### src/rtl/scs1_pkg.sv
// Package for the scan code set 1 keyboard decoder.
// Holds decoder state and result types, mode codes and protocol bytes.
// No dependencies.
package scs1_pkg;

   localparam logic [1:0] MODE_IDLE = 2'd0;
   localparam logic [1:0] MODE_E0   = 2'd1;
   localparam logic [1:0] MODE_SKIP = 2'd2;

   localparam logic [7:0] BYTE_E0      = 8'hE0;
   localparam logic [7:0] BYTE_E1      = 8'hE1;
   localparam logic [7:0] BYTE_LED_CMD = 8'hED;
   localparam logic [7:0] CODE_PRINT   = 8'hB7;
   localparam logic [7:0] CODE_PAUSE   = 8'hC5;
   localparam logic [7:0] CODE_HOME    = 8'hC7;

   localparam int MOD_W = 11;

   typedef struct packed {
      logic [1:0]       mode;
      logic [2:0]       skip_left;
      logic [7:0]       pending_code;
      logic             pending_is_break;
      logic [MOD_W-1:0] mods;
   } state_type;

   // count: 0, 1, or 3 (lock make: LED command, mask, press)
   typedef struct packed {
      logic [1:0]       count;
      logic             is_lock;
      logic [7:0]       code;
      logic [2:0]       mask;
      logic [MOD_W-1:0] mods;
   } result_type;

endpackage

### src/rtl/scs1_decode.sv
// Combinational decode of one scan byte against the current decoder state.
// Produces the next state and the result group for the byte.
// Depends on scs1_pkg.
module scs1_decode (
   input  logic [7:0]             scan_byte,
   input  scs1_pkg::state_type    state_cur,
   output scs1_pkg::state_type    state_nxt,
   output scs1_pkg::result_type   result
);
   import scs1_pkg::*;

   logic [7:0] fin_code;
   logic       fin_brk;
   logic       fin_en;
   logic [6:0] low;
   logic       ext_brk;

   function automatic logic is_ext_key(input logic [7:0] v);
      logic r;
      case (v) inside
         8'h5B, 8'h1D, 8'h5C, 8'h38, 8'h5D, 8'h52, 8'h49, 8'h53,
         8'h4F, 8'h51, 8'h48, 8'h4B, 8'h50, 8'h4D, 8'h35, 8'h1C: r = 1'b1;
         default: r = 1'b0;
      endcase
      return r;
   endfunction

   function automatic logic is_keypad(input logic [7:0] v);
      logic r;
      case (v) inside
         [8'h47:8'h49], [8'h4B:8'h4D], [8'h4F:8'h53]: r = 1'b1;
         default: r = 1'b0;
      endcase
      return r;
   endfunction

   assign ext_brk = scan_byte > 8'h80;
   assign low     = scan_byte[6:0];

   always_comb begin
      state_nxt = state_cur;
      fin_en    = 1'b0;
      fin_code  = 8'h00;
      fin_brk   = 1'b0;
      case (state_cur.mode)
         MODE_SKIP: begin
            if (state_cur.skip_left > 3'd1) begin
               state_nxt.skip_left = state_cur.skip_left - 3'd1;
            end else begin
               state_nxt.skip_left = 3'd0;
               state_nxt.mode      = MODE_IDLE;
               fin_en   = 1'b1;
               fin_code = state_cur.pending_code;
               fin_brk  = state_cur.pending_is_break;
            end
         end
         MODE_E0: begin
            state_nxt.mode = MODE_IDLE;
            if (scan_byte == 8'h47 || scan_byte == CODE_HOME) begin
               fin_en   = 1'b1;
               fin_code = CODE_HOME;
               fin_brk  = scan_byte == CODE_HOME;
            end else if (scan_byte == 8'h2A || scan_byte == CODE_PRINT) begin
               state_nxt.pending_code     = CODE_PRINT;
               state_nxt.pending_is_break = scan_byte == CODE_PRINT;
               state_nxt.mode             = MODE_SKIP;
               state_nxt.skip_left        = 3'd2;
            end else begin
               fin_en  = 1'b1;
               fin_brk = ext_brk;
               if (ext_brk) begin
                  fin_code = is_ext_key({1'b0, low}) ? {1'b1, low} : 8'h00;
               end else begin
                  fin_code = is_ext_key(scan_byte) ? (scan_byte | 8'h80) : 8'h00;
               end
            end
         end
         default: begin
            if (scan_byte == BYTE_E0) begin
               state_nxt.mode = MODE_E0;
            end else if (scan_byte == BYTE_E1) begin
               state_nxt.pending_code     = CODE_PAUSE;
               state_nxt.pending_is_break = 1'b0;
               state_nxt.mode             = MODE_SKIP;
               state_nxt.skip_left        = 3'd5;
            end else begin
               fin_en = 1'b1;
               case (scan_byte) inside
                  [8'h54:8'h56]: fin_code = 8'h00;
                  [8'h01:8'h58]: fin_code = scan_byte;
                  [8'hD4:8'hD6]: begin
                     fin_code = 8'h00;
                     fin_brk  = 1'b1;
                  end
                  [8'h81:8'hD8]: begin
                     fin_code = {1'b0, low};
                     fin_brk  = 1'b1;
                  end
                  default: fin_code = 8'h00;
               endcase
            end
         end
      endcase

      // modifier / lock update and result forming
      result.count   = 2'd0;
      result.is_lock = 1'b0;
      result.code    = fin_code;
      if (fin_en) begin
         case (fin_code)
            8'h45, 8'h3A, 8'h46: begin
               if (!fin_brk) begin
                  result.is_lock = 1'b1;
                  case (fin_code)
                     8'h45:   state_nxt.mods[8]  = ~state_cur.mods[8];
                     8'h3A:   state_nxt.mods[9]  = ~state_cur.mods[9];
                     default: state_nxt.mods[10] = ~state_cur.mods[10];
                  endcase
               end
            end
            8'h2A: state_nxt.mods[0] = ~fin_brk;
            8'h1D: state_nxt.mods[1] = ~fin_brk;
            8'hDB: state_nxt.mods[2] = ~fin_brk;
            8'h38: state_nxt.mods[3] = ~fin_brk;
            8'h36: state_nxt.mods[4] = ~fin_brk;
            8'h9D: state_nxt.mods[5] = ~fin_brk;
            8'hDC: state_nxt.mods[6] = ~fin_brk;
            8'hB8: state_nxt.mods[7] = ~fin_brk;
            default: ;
         endcase
         if (result.is_lock) begin
            result.count = 2'd3;
         end else if (!fin_brk && !(is_keypad(fin_code) && !state_nxt.mods[8])) begin
            result.count = 2'd1;
         end
      end
      result.mods = state_nxt.mods;
      result.mask = {state_nxt.mods[9], state_nxt.mods[8], state_nxt.mods[10]};
   end

endmodule

### src/rtl/scan_set1_keyboard_decoder.sv
// Top level of the scan code set 1 keyboard decoder.
// Holds decoder state and the result buffer; decode in scs1_decode.
// Depends on scs1_pkg and scs1_decode.
//
//  channel | dir | tdata                         | tuser   | tlast
//  req     | in  | [7:0] scan_byte               | -       | -
//  rsp     | out | [7:0] code_value [18:8] mods  | [0] kind| last
//
// One result beat per cycle while rsp_tready is high. A byte is decoded in the
// cycle it is taken and its 0, 1 or 3 results land in the buffer; a lock make
// holds the buffer for three beats, so the buffer drain sets the byte rate.
// A new byte is taken while the buffer is empty or its last beat is leaving.
// Synchronous reset clears state and empties the buffer.
module scan_set1_keyboard_decoder (
   input  logic        clock,
   input  logic        reset,
   input  logic        req_tvalid,
   output logic        req_tready,
   input  logic [7:0]  req_tdata,   // [7:0] scan_byte
   output logic        rsp_tvalid,
   input  logic        rsp_tready,
   output logic [23:0] rsp_tdata,   // [7:0] code_value, [18:8] modifier_bits, pad
   output logic [0:0]  rsp_tuser,   // [0] kind
   output logic        rsp_tlast
);
   import scs1_pkg::*;

   state_type  state_ff, state_in;
   result_type res_ff, res_in;
   logic [1:0] left_ff, left_in;
   logic       req_take, rsp_take;
   logic [7:0] code_out;

   scs1_decode u_decode (
      .scan_byte (req_tdata),
      .state_cur (state_ff),
      .state_nxt (state_in),
      .result    (res_in)
   );

   assign rsp_tvalid = left_ff != 2'd0;
   assign rsp_take   = rsp_tvalid && rsp_tready;
   assign req_tready = (left_ff == 2'd0) || (left_ff == 2'd1 && rsp_tready);
   assign req_take   = req_tvalid && req_tready;

   always_comb begin
      left_in = left_ff;
      if (rsp_take) begin
         left_in = left_ff - 2'd1;
      end
      if (req_take) begin
         left_in = res_in.count;
      end
   end

   always_ff @(posedge clock) begin
      if (reset) begin
         state_ff <= '0;
         left_ff  <= 2'd0;
      end else begin
         left_ff <= left_in;
         if (req_take) begin
            state_ff <= state_in;
         end
      end
   end

   always_ff @(posedge clock) begin
      if (req_take) begin
         res_ff <= res_in;
      end
   end

   always_comb begin
      case (left_ff)
         2'd3:    code_out = BYTE_LED_CMD;
         2'd2:    code_out = {5'd0, res_ff.mask};
         default: code_out = res_ff.code;
      endcase
   end

   assign rsp_tdata    = {5'd0, res_ff.mods, code_out};
   assign rsp_tuser[0] = res_ff.is_lock && (left_ff != 2'd1);
   assign rsp_tlast    = left_ff == 2'd1;

endmodule

### config.mk
export PLATFORM = sky130hd
export DESIGN_NAME = scan_set1_keyboard_decoder
export DESIGN_NICKNAME = d
export VERILOG_FILES = /design/src/rtl/scs1_pkg.sv /design/src/rtl/scs1_decode.sv /design/src/rtl/scan_set1_keyboard_decoder.sv
export SDC_FILE = /design/constraint.sdc
export NUM_CORES = 1
export LEC_CHECK = 0
export BUFFER_PORTS_ARGS = -buffer_cell sky130_fd_sc_hd__buf_2
export CAP_MARGIN = 0
export CORE_MARGIN = 3
export CORE_UTILIZATION = 50
export CTS_BUF_LIST = sky130_fd_sc_hd__clkbuf_8
export CTS_CLUSTER_DIAMETER = 80
export DETAILED_ROUTE_END_ITERATION = 10
export PLACE_DENSITY_LB_ADDON = 0.3
export SYNTH_ARGS = -nofsm -noshare
export SYNTH_HDL_FRONTEND = slang
export SYNTH_SLANG_ARGS = --single-unit
### constraint.sdc
create_clock -name clock -period 10.75 [get_ports clock]
set_input_delay 3.225 -clock clock [delete_from_list [all_inputs] [get_ports clock]]
set_output_delay 3.225 -clock clock [all_outputs]
set_load 0.05 [all_outputs]
==> results of run 1 <==
-- path summary, 6_finish.rpt --
check	startpoint	to	depth (start not counted)
worst max register to register	state_ff[23]	rsp_tdata[9]	8
worst min-delay path	state_ff[11]	state_ff[11]	2
worst min register to register	state_ff[11]	state_ff[11]	2
worst max-delay path	rsp_tready	req_tready	4
-- worst reg2reg max path, delay by kind of cell, from the launching register on --
kind            cells  cell delay [ns]
mux                 1             0.34
buf+inv             1             0.06
flops               1             0.36
compound gates      3             1.12
simple gates        2             0.46
fa+ha+maj           1             0.56
-- logic make-up (layout without fill, tap and decap cells) --
| kind of cell | count (synthesis) | count (layout) | share of synthesized area (%) |
|---|---|---|---|
| xor+xnor | 6 | 6 | 1.687 |
| mux | 12 | 12 | 4.259 |
| compound gates | 95 | 95 | 22.86 |
| other cells | 1 | 5 | 0.1204 |
| buf+inv | 57 | 65 | 9.321 |
| fa+ha+maj | 8 | 8 | 3.214 |
| flops | 42 | 42 | 33.43 |
| simple gates | 143 | 143 | 25.11 |
-- state kept, by name, indices dropped and copies added, names as in the netlist --
register,flops
left_ff,2
res_ff,11
rsp_tdata,9
state_ff,20
-- routing by layer --
metal	track usage [%]	vias to the layer above	routed length, microns
met5	0	-	0
met4	5.755	0	70
met3	2.621	7	239
met2	35.87	62	3497
met1	24.50	1287	3039
li1	-	1326	-
-- cell type report --
class	instances	area, sq um
clock buffer	5	68.82
clock inverter	3	23.77
fill	577	2705
inverter	22	82.58
multi-input combinational	269	1798
sequential	42	1041
tap	75	93.84
timing repair buffer	35	177.7
-- through the flow --
stage	power (mW)	setup WS [ns]
after floorplan	0.3098	3.879
after global placement	0.3292	3.843
after detailed placement	0.3317	3.828
after CTS	0.4370	3.826
after global routing	0.4538	3.783
final	0.4346	3.819
-- power by group --
group / internal (mW) / total (mW) / switching, mW / leakage [nW]
Clock: 0.0465 / 0.106 / 0.0599 / 0.0408
Sequential: 0.180 / 0.184 / 0.00426 / 0.376
Combinational: 0.0353 / 0.144 / 0.108 / 0.857
-- synth_stat cells (3+ instances only) --
| cell type | number |
|---|---|
| sky130_fd_sc_hd__a221oi_1 | 3 |
| sky130_fd_sc_hd__inv_1 | 19 |
| sky130_fd_sc_hd__a21o_1 | 5 |
| sky130_fd_sc_hd__o21ai_1 | 5 |
| sky130_fd_sc_hd__xnor2_1 | 6 |
| sky130_fd_sc_hd__nor4b_1 | 3 |
| sky130_fd_sc_hd__nand2_1 | 36 |
| sky130_fd_sc_hd__nand4b_1 | 3 |
| sky130_fd_sc_hd__nand3_1 | 11 |
| sky130_fd_sc_hd__o21ai_0 | 13 |
| sky130_fd_sc_hd__a31o_2 | 3 |
| sky130_fd_sc_hd__buf_4 | 16 |
| sky130_fd_sc_hd__nor4_1 | 3 |
| sky130_fd_sc_hd__and2_1 | 6 |
| sky130_fd_sc_hd__a211oi_1 | 4 |
| sky130_fd_sc_hd__nor3_1 | 7 |
| sky130_fd_sc_hd__or2_1 | 3 |
| sky130_fd_sc_hd__dfxtp_1 | 22 |
| sky130_fd_sc_hd__buf_2 | 7 |
| sky130_fd_sc_hd__clkbuf_1 | 11 |
| sky130_fd_sc_hd__mux2i_1 | 5 |
| sky130_fd_sc_hd__nor2_1 | 28 |
| sky130_fd_sc_hd__mux2_1 | 5 |
| sky130_fd_sc_hd__a32oi_1 | 3 |
| sky130_fd_sc_hd__a21oi_1 | 21 |
| sky130_fd_sc_hd__nand4_1 | 8 |
| sky130_fd_sc_hd__a22o_1 | 3 |
| sky130_fd_sc_hd__nor2b_1 | 10 |
| sky130_fd_sc_hd__ha_1 | 8 |
| sky130_fd_sc_hd__o22ai_1 | 3 |
| sky130_fd_sc_hd__nand2b_1 | 4 |
| sky130_fd_sc_hd__edfxtp_1 | 20 |
| sky130_fd_sc_hd__and3_1 | 3 |
| sky130_fd_sc_hd__a211o_1 | 4 |
==> impl_results.rst, run 1 <==
.. list-table::
   :header-rows: 1

   * - Metric
     - Value
   * - CTS sink cnt
     - 42
   * - Quantity of I/O buffers inserted on ports
     - 34
   * - Routability congestion estimate
     - 0.8765
   * - Starting utilization of the core area
     - 51.98%
   * - Number of buffers inserted during clock tree synthesis
     - 5
   * - Yosys cell types
     - 77
   * - Hold buffers post-CTS
     - 0
   * - Unrepaired setup endpoints after global routing
     - false
   * - Skew final
     - 0.004223 ns
   * - Most area-consuming cells after synthesis
     - sky130_fd_sc_hd__edfxtp_1 (19%), sky130_fd_sc_hd__dfxtp_1 (14%), sky130_fd_sc_hd__nand2_1 (4.3%)
   * - Buffer depth of the longest clock path
     - 2
   * - Synthesized instance count
     - 364
   * - Cell count after placement
     - 443
   * - CTS Root Cell
     - sky130_fd_sc_hd__clkbuf_8
   * - Die extent in x
     - 84.92 microns
   * - Total power per unit cell area
     - 132.3 mW/mm^2
   * - Post-Place Cell Area
     - 0.003193 sq mm
   * - Worst hold path type
     - reg -> reg
   * - Largest stage delay on the critical path
     - 0.26 ns
   * - Main synth FF type
     - sky130_fd_sc_hd__dfxtp_1
   * - Total negative slack for setup checks
     - 0 ns
   * - Clock tree from TritonCTS
     - built
   * - Highest clock rate
     - 144.3 MHz
   * - Layout cell share with drive strength beyond 1
     - 17.02%
   * - Share of flip-flops with an asynchronous set or reset
     - 0%
   * - Share of the yosys chip area belonging to registers
     - 33.43%
   * - Warning count from the yosys run
     - 0
   * - Reg2reg setup slack
     - 7.61 ns
   * - Maximum number of pins on one net before global-route repair
     - 29
   * - Library cell occupying the most area in the post-synthesis netlist
     - sky130_fd_sc_hd__edfxtp_1
   * - Number of enable-type register cells in the synthesized netlist
     - 20
   * - Number of buffer and inverter stages on the critical path
     - 2
   * - Clock-pin slew on the worst setup and hold paths
     - 0.09 ns
   * - Maximum vdd ir drop
     - 81.62 uV
   * - Remaining routing DRC violations
     - 0
   * - Core region area
     - 0.005991 sq mm
   * - Crit-path max FO
     - 2
   * - Avg Vias per Cell
     - 5.947
   * - Final-report hold violation count
     - 0
   * - Non-filler cells, final
     - 451
   * - Hold slack
     - 0.4748 ns
   * - Result of the run
     - finished, final reports clean
   * - Cell row count
     - 28
   * - Detailed Route Iter0 Violations
     - 142
   * - GR Util All Layers
     - 19.81%
   * - Top cell type's share of synthesized area
     - 19.28%
   * - Vias in the first global route
     - 2579
   * - Total number of nets in the final design
     - 395
   * - Count of pins on the block boundary
     - 40
   * - Critical path cell sequence
     - buf_2 -> nand2_1 -> nand2_1 -> buf_2
   * - Full die area
     - 0.007211 sq mm
   * - Minimum clock period after layout
     - 6.931 ns
   * - Number of inserted diodes
     - 0
   * - Leading cell type in the layout, fill and taps excluded
     - sky130_fd_sc_hd__nand2_1
   * - Antenna violations before repair
     - 0
   * - TritonRoute pass-1 iters
     - 4
   * - Post-CTS Resized
     - 0
   * - Seq cells post-synth
     - 42
   * - Slowest stage cell, crit path
     - sky130_fd_sc_hd__buf_2
   * - Clk Latency, worst-skew pair
     - 0.30 ns
   * - Critical path capture point type
     - output pin
   * - Level count of the clock H-tree
     - 2
   * - Vias post-DR
     - 2682
   * - Arrival time worst endpoint
     - 3.71 ns
   * - Worst slew pin tran
     - 0.7177 ns
   * - Setup violators final
     - 0
   * - Layout area overhead
     - 5.504%
   * - Nature of the critical path startpoint
     - input port
   * - Commonest cells after routing, fill and taps aside
     - sky130_fd_sc_hd__nand2_1 (36), sky130_fd_sc_hd__buf_2 (34), sky130_fd_sc_hd__nor2_1 (28)
   * - Total count of max-transition violations in the final report
     - 0
   * - Synth Area per Inst
     - 8.556 sq um
   * - Wire length after detailed routing
     - 6.846 mm
   * - Relative slew slack
     - 52.15%
   * - Number of maximum-capacitance violations
     - 0
   * - DIE HEIGHT
     - 84.92 microns
   * - Final design area excluding fillers
     - 0.003286 sq mm
   * - # Post-CTS Setup Buffers
     - 0
   * - Cell leakage power
     - 1.274 nW
   * - Worst EP required
     - 7.53 ns
   * - Cell family with the largest share of critical-path delay
     - buffers and inverters
   * - Final Util
     - 54.85%
   * - First-pass GRT wire length
     - 11.84 mm
   * - Syn Std Cell Area
     - 0.003114 sq mm
   * - Final worst-path cycle share
     - 64.47%
   * - Antenna viol nets, final
     - 0
   * - Global route overflow
     - 0
   * - Average wire per cell in the routed design
     - 15.18 microns
   * - Half-perimeter wire length after detailed placement
     - 4.925 mm
   * - Category of the critical setup timing path
     - in -> out
Power figures use the tool's default switching activity.
==> inputs of run 2 (changes only) <==
Clock period 10.75 ns to 5.9 ns, I/O delays scaled along.
==> run 2 against run 1 <==
Against the previous run: power is 83% higher; sequential share of layout area unchanged; sequential cell count stayed put; core utilization unchanged; first-iteration DRC count grew 20%; combinational power rose by 82%; critical path type is now in -> reg; largest cell class unchanged.
==> impl_results.rst, run 2 (synthesis results as in run 1) <==
.. list-table::
   :header-rows: 1

   * - Metric
     - Value
   * - Clock-pin slew on the worst setup and hold paths
     - 0.09 ns (about the same)
   * - Skew final
     - 0.009936 ns (+0.005713 ns)
   * - Half-perimeter wire length after detailed placement
     - 5.148 mm (+4.5%)
   * - Cell row count
     - 28 (unchanged)
   * - Vias post-DR
     - 2682 (unchanged)
   * - Filler Cell Count
     - 557 (-3.5%)
   * - Setup violators final
     - 0 (unchanged)
   * - Quantity of I/O buffers inserted on ports
     - 34 (unchanged)
   * - CTS Root Cell
     - sky130_fd_sc_hd__clkbuf_8
   * - Arrival time worst endpoint
     - 4.66 ns (+0.95 ns)
   * - Total power per unit cell area
     - 242.4 mW/mm^2 (+83%)
   * - Relative slew slack
     - 54.57% (+2.4 points)
   * - Number of buffers inserted during clock tree synthesis
     - 5 (unchanged)
   * - Wire length after detailed routing
     - 6.986 mm (+2.0%)
   * - Die extent in x
     - 84.92 microns (unchanged)
   * - Layout cell share with drive strength beyond 1
     - 17.02% (unchanged)
   * - Worst slew pin tran
     - 0.6814 ns (-0.03630 ns)
   * - Clk Latency, worst-skew pair
     - 0.30 ns (about the same)
   * - Buffer depth of the longest clock path
     - 2 (unchanged)
   * - Count of pins on the block boundary
     - 40 (unchanged)
   * - Total number of nets in the final design
     - 395 (unchanged)
   * - Post-CTS Resized
     - 0 (unchanged)
   * - Cell family with the largest share of critical-path delay
     - simple AND/OR/NAND/NOR gates
   * - TritonRoute pass-1 iters
     - 6 (+2)
   * - Number of inserted diodes
     - 0 (unchanged)
   * - Final design area excluding fillers
     - 0.003286 sq mm (unchanged)
   * - Minimum clock period after layout
     - 4.598 ns
   * - Largest stage delay on the critical path
     - 0.50 ns (+0.24 ns)
   * - Commonest cells after routing, fill and taps aside
     - sky130_fd_sc_hd__nand2_1 (36), sky130_fd_sc_hd__buf_2 (34), sky130_fd_sc_hd__nor2_1 (28)
   * - Highest clock rate
     - 217.5 MHz
   * - Number of maximum-capacitance violations
     - 0 (unchanged)
   * - Unrepaired setup endpoints after global routing
     - false
   * - Category of the critical setup timing path
     - in -> reg
   * - Placement Setup Slack
     - 0.9972 ns (-2.831 ns)
   * - Final Util
     - 54.85% (unchanged)
   * - Hold buffers post-CTS
     - 0 (unchanged)
   * - Clk pwr share
     - 24.9% (+0.4 points)
   * - GR Util All Layers
     - 20.13% (+0.32 points)
   * - Clock tree from TritonCTS
     - built
   * - Remaining routing DRC violations
     - 0 (unchanged)
   * - Layout area overhead
     - 5.504% (unchanged)
   * - Routability congestion estimate
     - 0.8419 (-3.9%)
   * - Post-route setup slack
     - 1.302 ns (-2.517 ns)
   * - Avg Vias per Cell
     - 5.947 (unchanged)
   * - Crit-path max FO
     - 18 (+16)
   * - Slowest stage cell, crit path
     - sky130_fd_sc_hd__a311oi_1
   * - Logic pwr share
     - 32.8% (-0.3 points)
   * - Global route overflow
     - 0 (unchanged)
   * - Critical path capture point type
     - flip-flop
   * - Nature of the critical path startpoint
     - input port
   * - Critical path cell sequence
     - buf_2 -> nand4bb_1 -> or3_1 -> a311oi_1 -> a21o_4 -> a21o_1 -> nor3b_2 -> nand3_1 -> mux2_1
   * - Share of total power consumed by net switching
     - 40.10% (+0.38 points)
   * - Antenna violations before repair
     - 0 (unchanged)
   * - Total count of max-transition violations in the final report
     - 0 (unchanged)
   * - Cell leakage power
     - 1.274 nW (unchanged)
   * - Total negative slack for setup checks
     - 0 ns (unchanged)
   * - Leading cell type in the layout, fill and taps excluded
     - sky130_fd_sc_hd__nand2_1
   * - # Post-CTS Setup Buffers
     - 0 (unchanged)
   * - Number of buffer and inverter stages on the critical path
     - 1 (-1)
   * - Full die area
     - 0.007211 sq mm (unchanged)
   * - Level count of the clock H-tree
     - 2 (unchanged)
   * - Sequential share of power
     - 42.2% (-0.2 points)
   * - Starting utilization of the core area
     - 51.98% (unchanged)
   * - CTS sink cnt
     - 42 (unchanged)
   * - DIE HEIGHT
     - 84.92 microns (unchanged)
   * - Switching Power
     - 319.4 uW (+85%)
   * - Post-Place Cell Area
     - 0.003193 sq mm (unchanged)
   * - Average wire per cell in the routed design
     - 15.49 microns (+2.0%)
   * - Final worst-path cycle share
     - 77.93%
   * - Maximum vdd ir drop
     - 149.3 uV (+83%)
   * - Final-report hold violation count
     - 0 (unchanged)
   * - Design internal power
     - 477.1 uW (+82%)
   * - Number of flip-flops under the largest register name
     - 20 (unchanged)
   * - Worst EP required
     - 5.96 ns (-1.57 ns)
   * - Detailed Route Iter0 Violations
     - 171 (+20%)
   * - Worst hold path type
     - reg -> reg
   * - Register name with the most flops
     - state_ff
   * - Core region area
     - 0.005991 sq mm (unchanged)
   * - Vias in the first global route
     - 2462 (-4.5%)
   * - Result of the run
     - finished, final reports clean
   * - Antenna viol nets, final
     - 0 (unchanged)
   * - First-pass GRT wire length
     - 11.96 mm (+0.99%)
   * - Maximum number of pins on one net before global-route repair
     - 28 (-3.4%)
## run 2: cell counts in the layout (fill, tap and decap cells not counted)
Identical to the previous run, type by type.
## run 2: through the flow
stage	power (mW)	instances	hold slack, ns
2_1_floorplan	0.5645	368	0.4322
3_3_place_gp	0.6002	443	0.4478
3_5_place_dp	0.6047	443	0.4614
4_1_cts	0.8000	451	0.4738
5_1_grt	0.8333	451	0.5056
6_report	0.7965	451	0.4699
## run 2: metal layers
layer | up-vias | routed length [microns] | part of all wire, % | global-route usage, %
met2 | 80 | 3583 | 51 | 33.81
met5 | - | 0 | 0 | 0
li1 | 1334 | - | - | -
met3 | 11 | 415 | 5.9 | 3.495
met1 | 1257 | 2917 | 42 | 26.63
met4 | 0 | 70 | 1.0 | 5.899
## run 2: worst reg2reg max path: stages (launching register included)
cell                       delay, ns
sky130_fd_sc_hd__dfxtp_1        0.37
sky130_fd_sc_hd__inv_1          0.05
sky130_fd_sc_hd__ha_1           0.56
sky130_fd_sc_hd__a311oi_1       0.57
sky130_fd_sc_hd__a21o_4         0.24
sky130_fd_sc_hd__a21o_1         0.33
sky130_fd_sc_hd__nor3b_2        0.36
sky130_fd_sc_hd__nand3_1        0.17
sky130_fd_sc_hd__mux2_1         0.35
## run 2: worst paths after layout
kind	start	end	slack, ns	depth (start not counted)
max	req_tdata[5]	rsp_tdata[9]	1.30	9
min reg2reg	state_ff[5]	state_ff[5]	0.47	2
max reg2reg	state_ff[23]	rsp_tdata[9]	2.66	8
min	state_ff[5]	state_ff[5]	0.47	2
## run 2: final cells by class
| type | count | area, sq um | area share [%] |
|---|---|---|---|
| Tap cell | 75 | 93.84 | 2.856 |
| Inverter | 22 | 82.58 | 2.513 |
| Clock inverter | 3 | 23.77 | 0.7235 |
| Clock buffer | 5 | 68.82 | 2.094 |
| Multi-Input combinational cell | 269 | 1798 | 54.72 |
| Timing Repair Buffer | 35 | 177.7 | 5.407 |
| Sequential cell | 42 | 1041 | 31.68 |
## run 2: power groups by stage
stage	sequential, mW	clock [mW]	combinational [mW]
finish	0.336	0.199	0.262
global route	0.339	0.213	0.282
CTS	0.337	0.201	0.262
detailed placement	0.343	0	0.261
global placement	0.343	0	0.257
floorplan	0.342	0	0.223
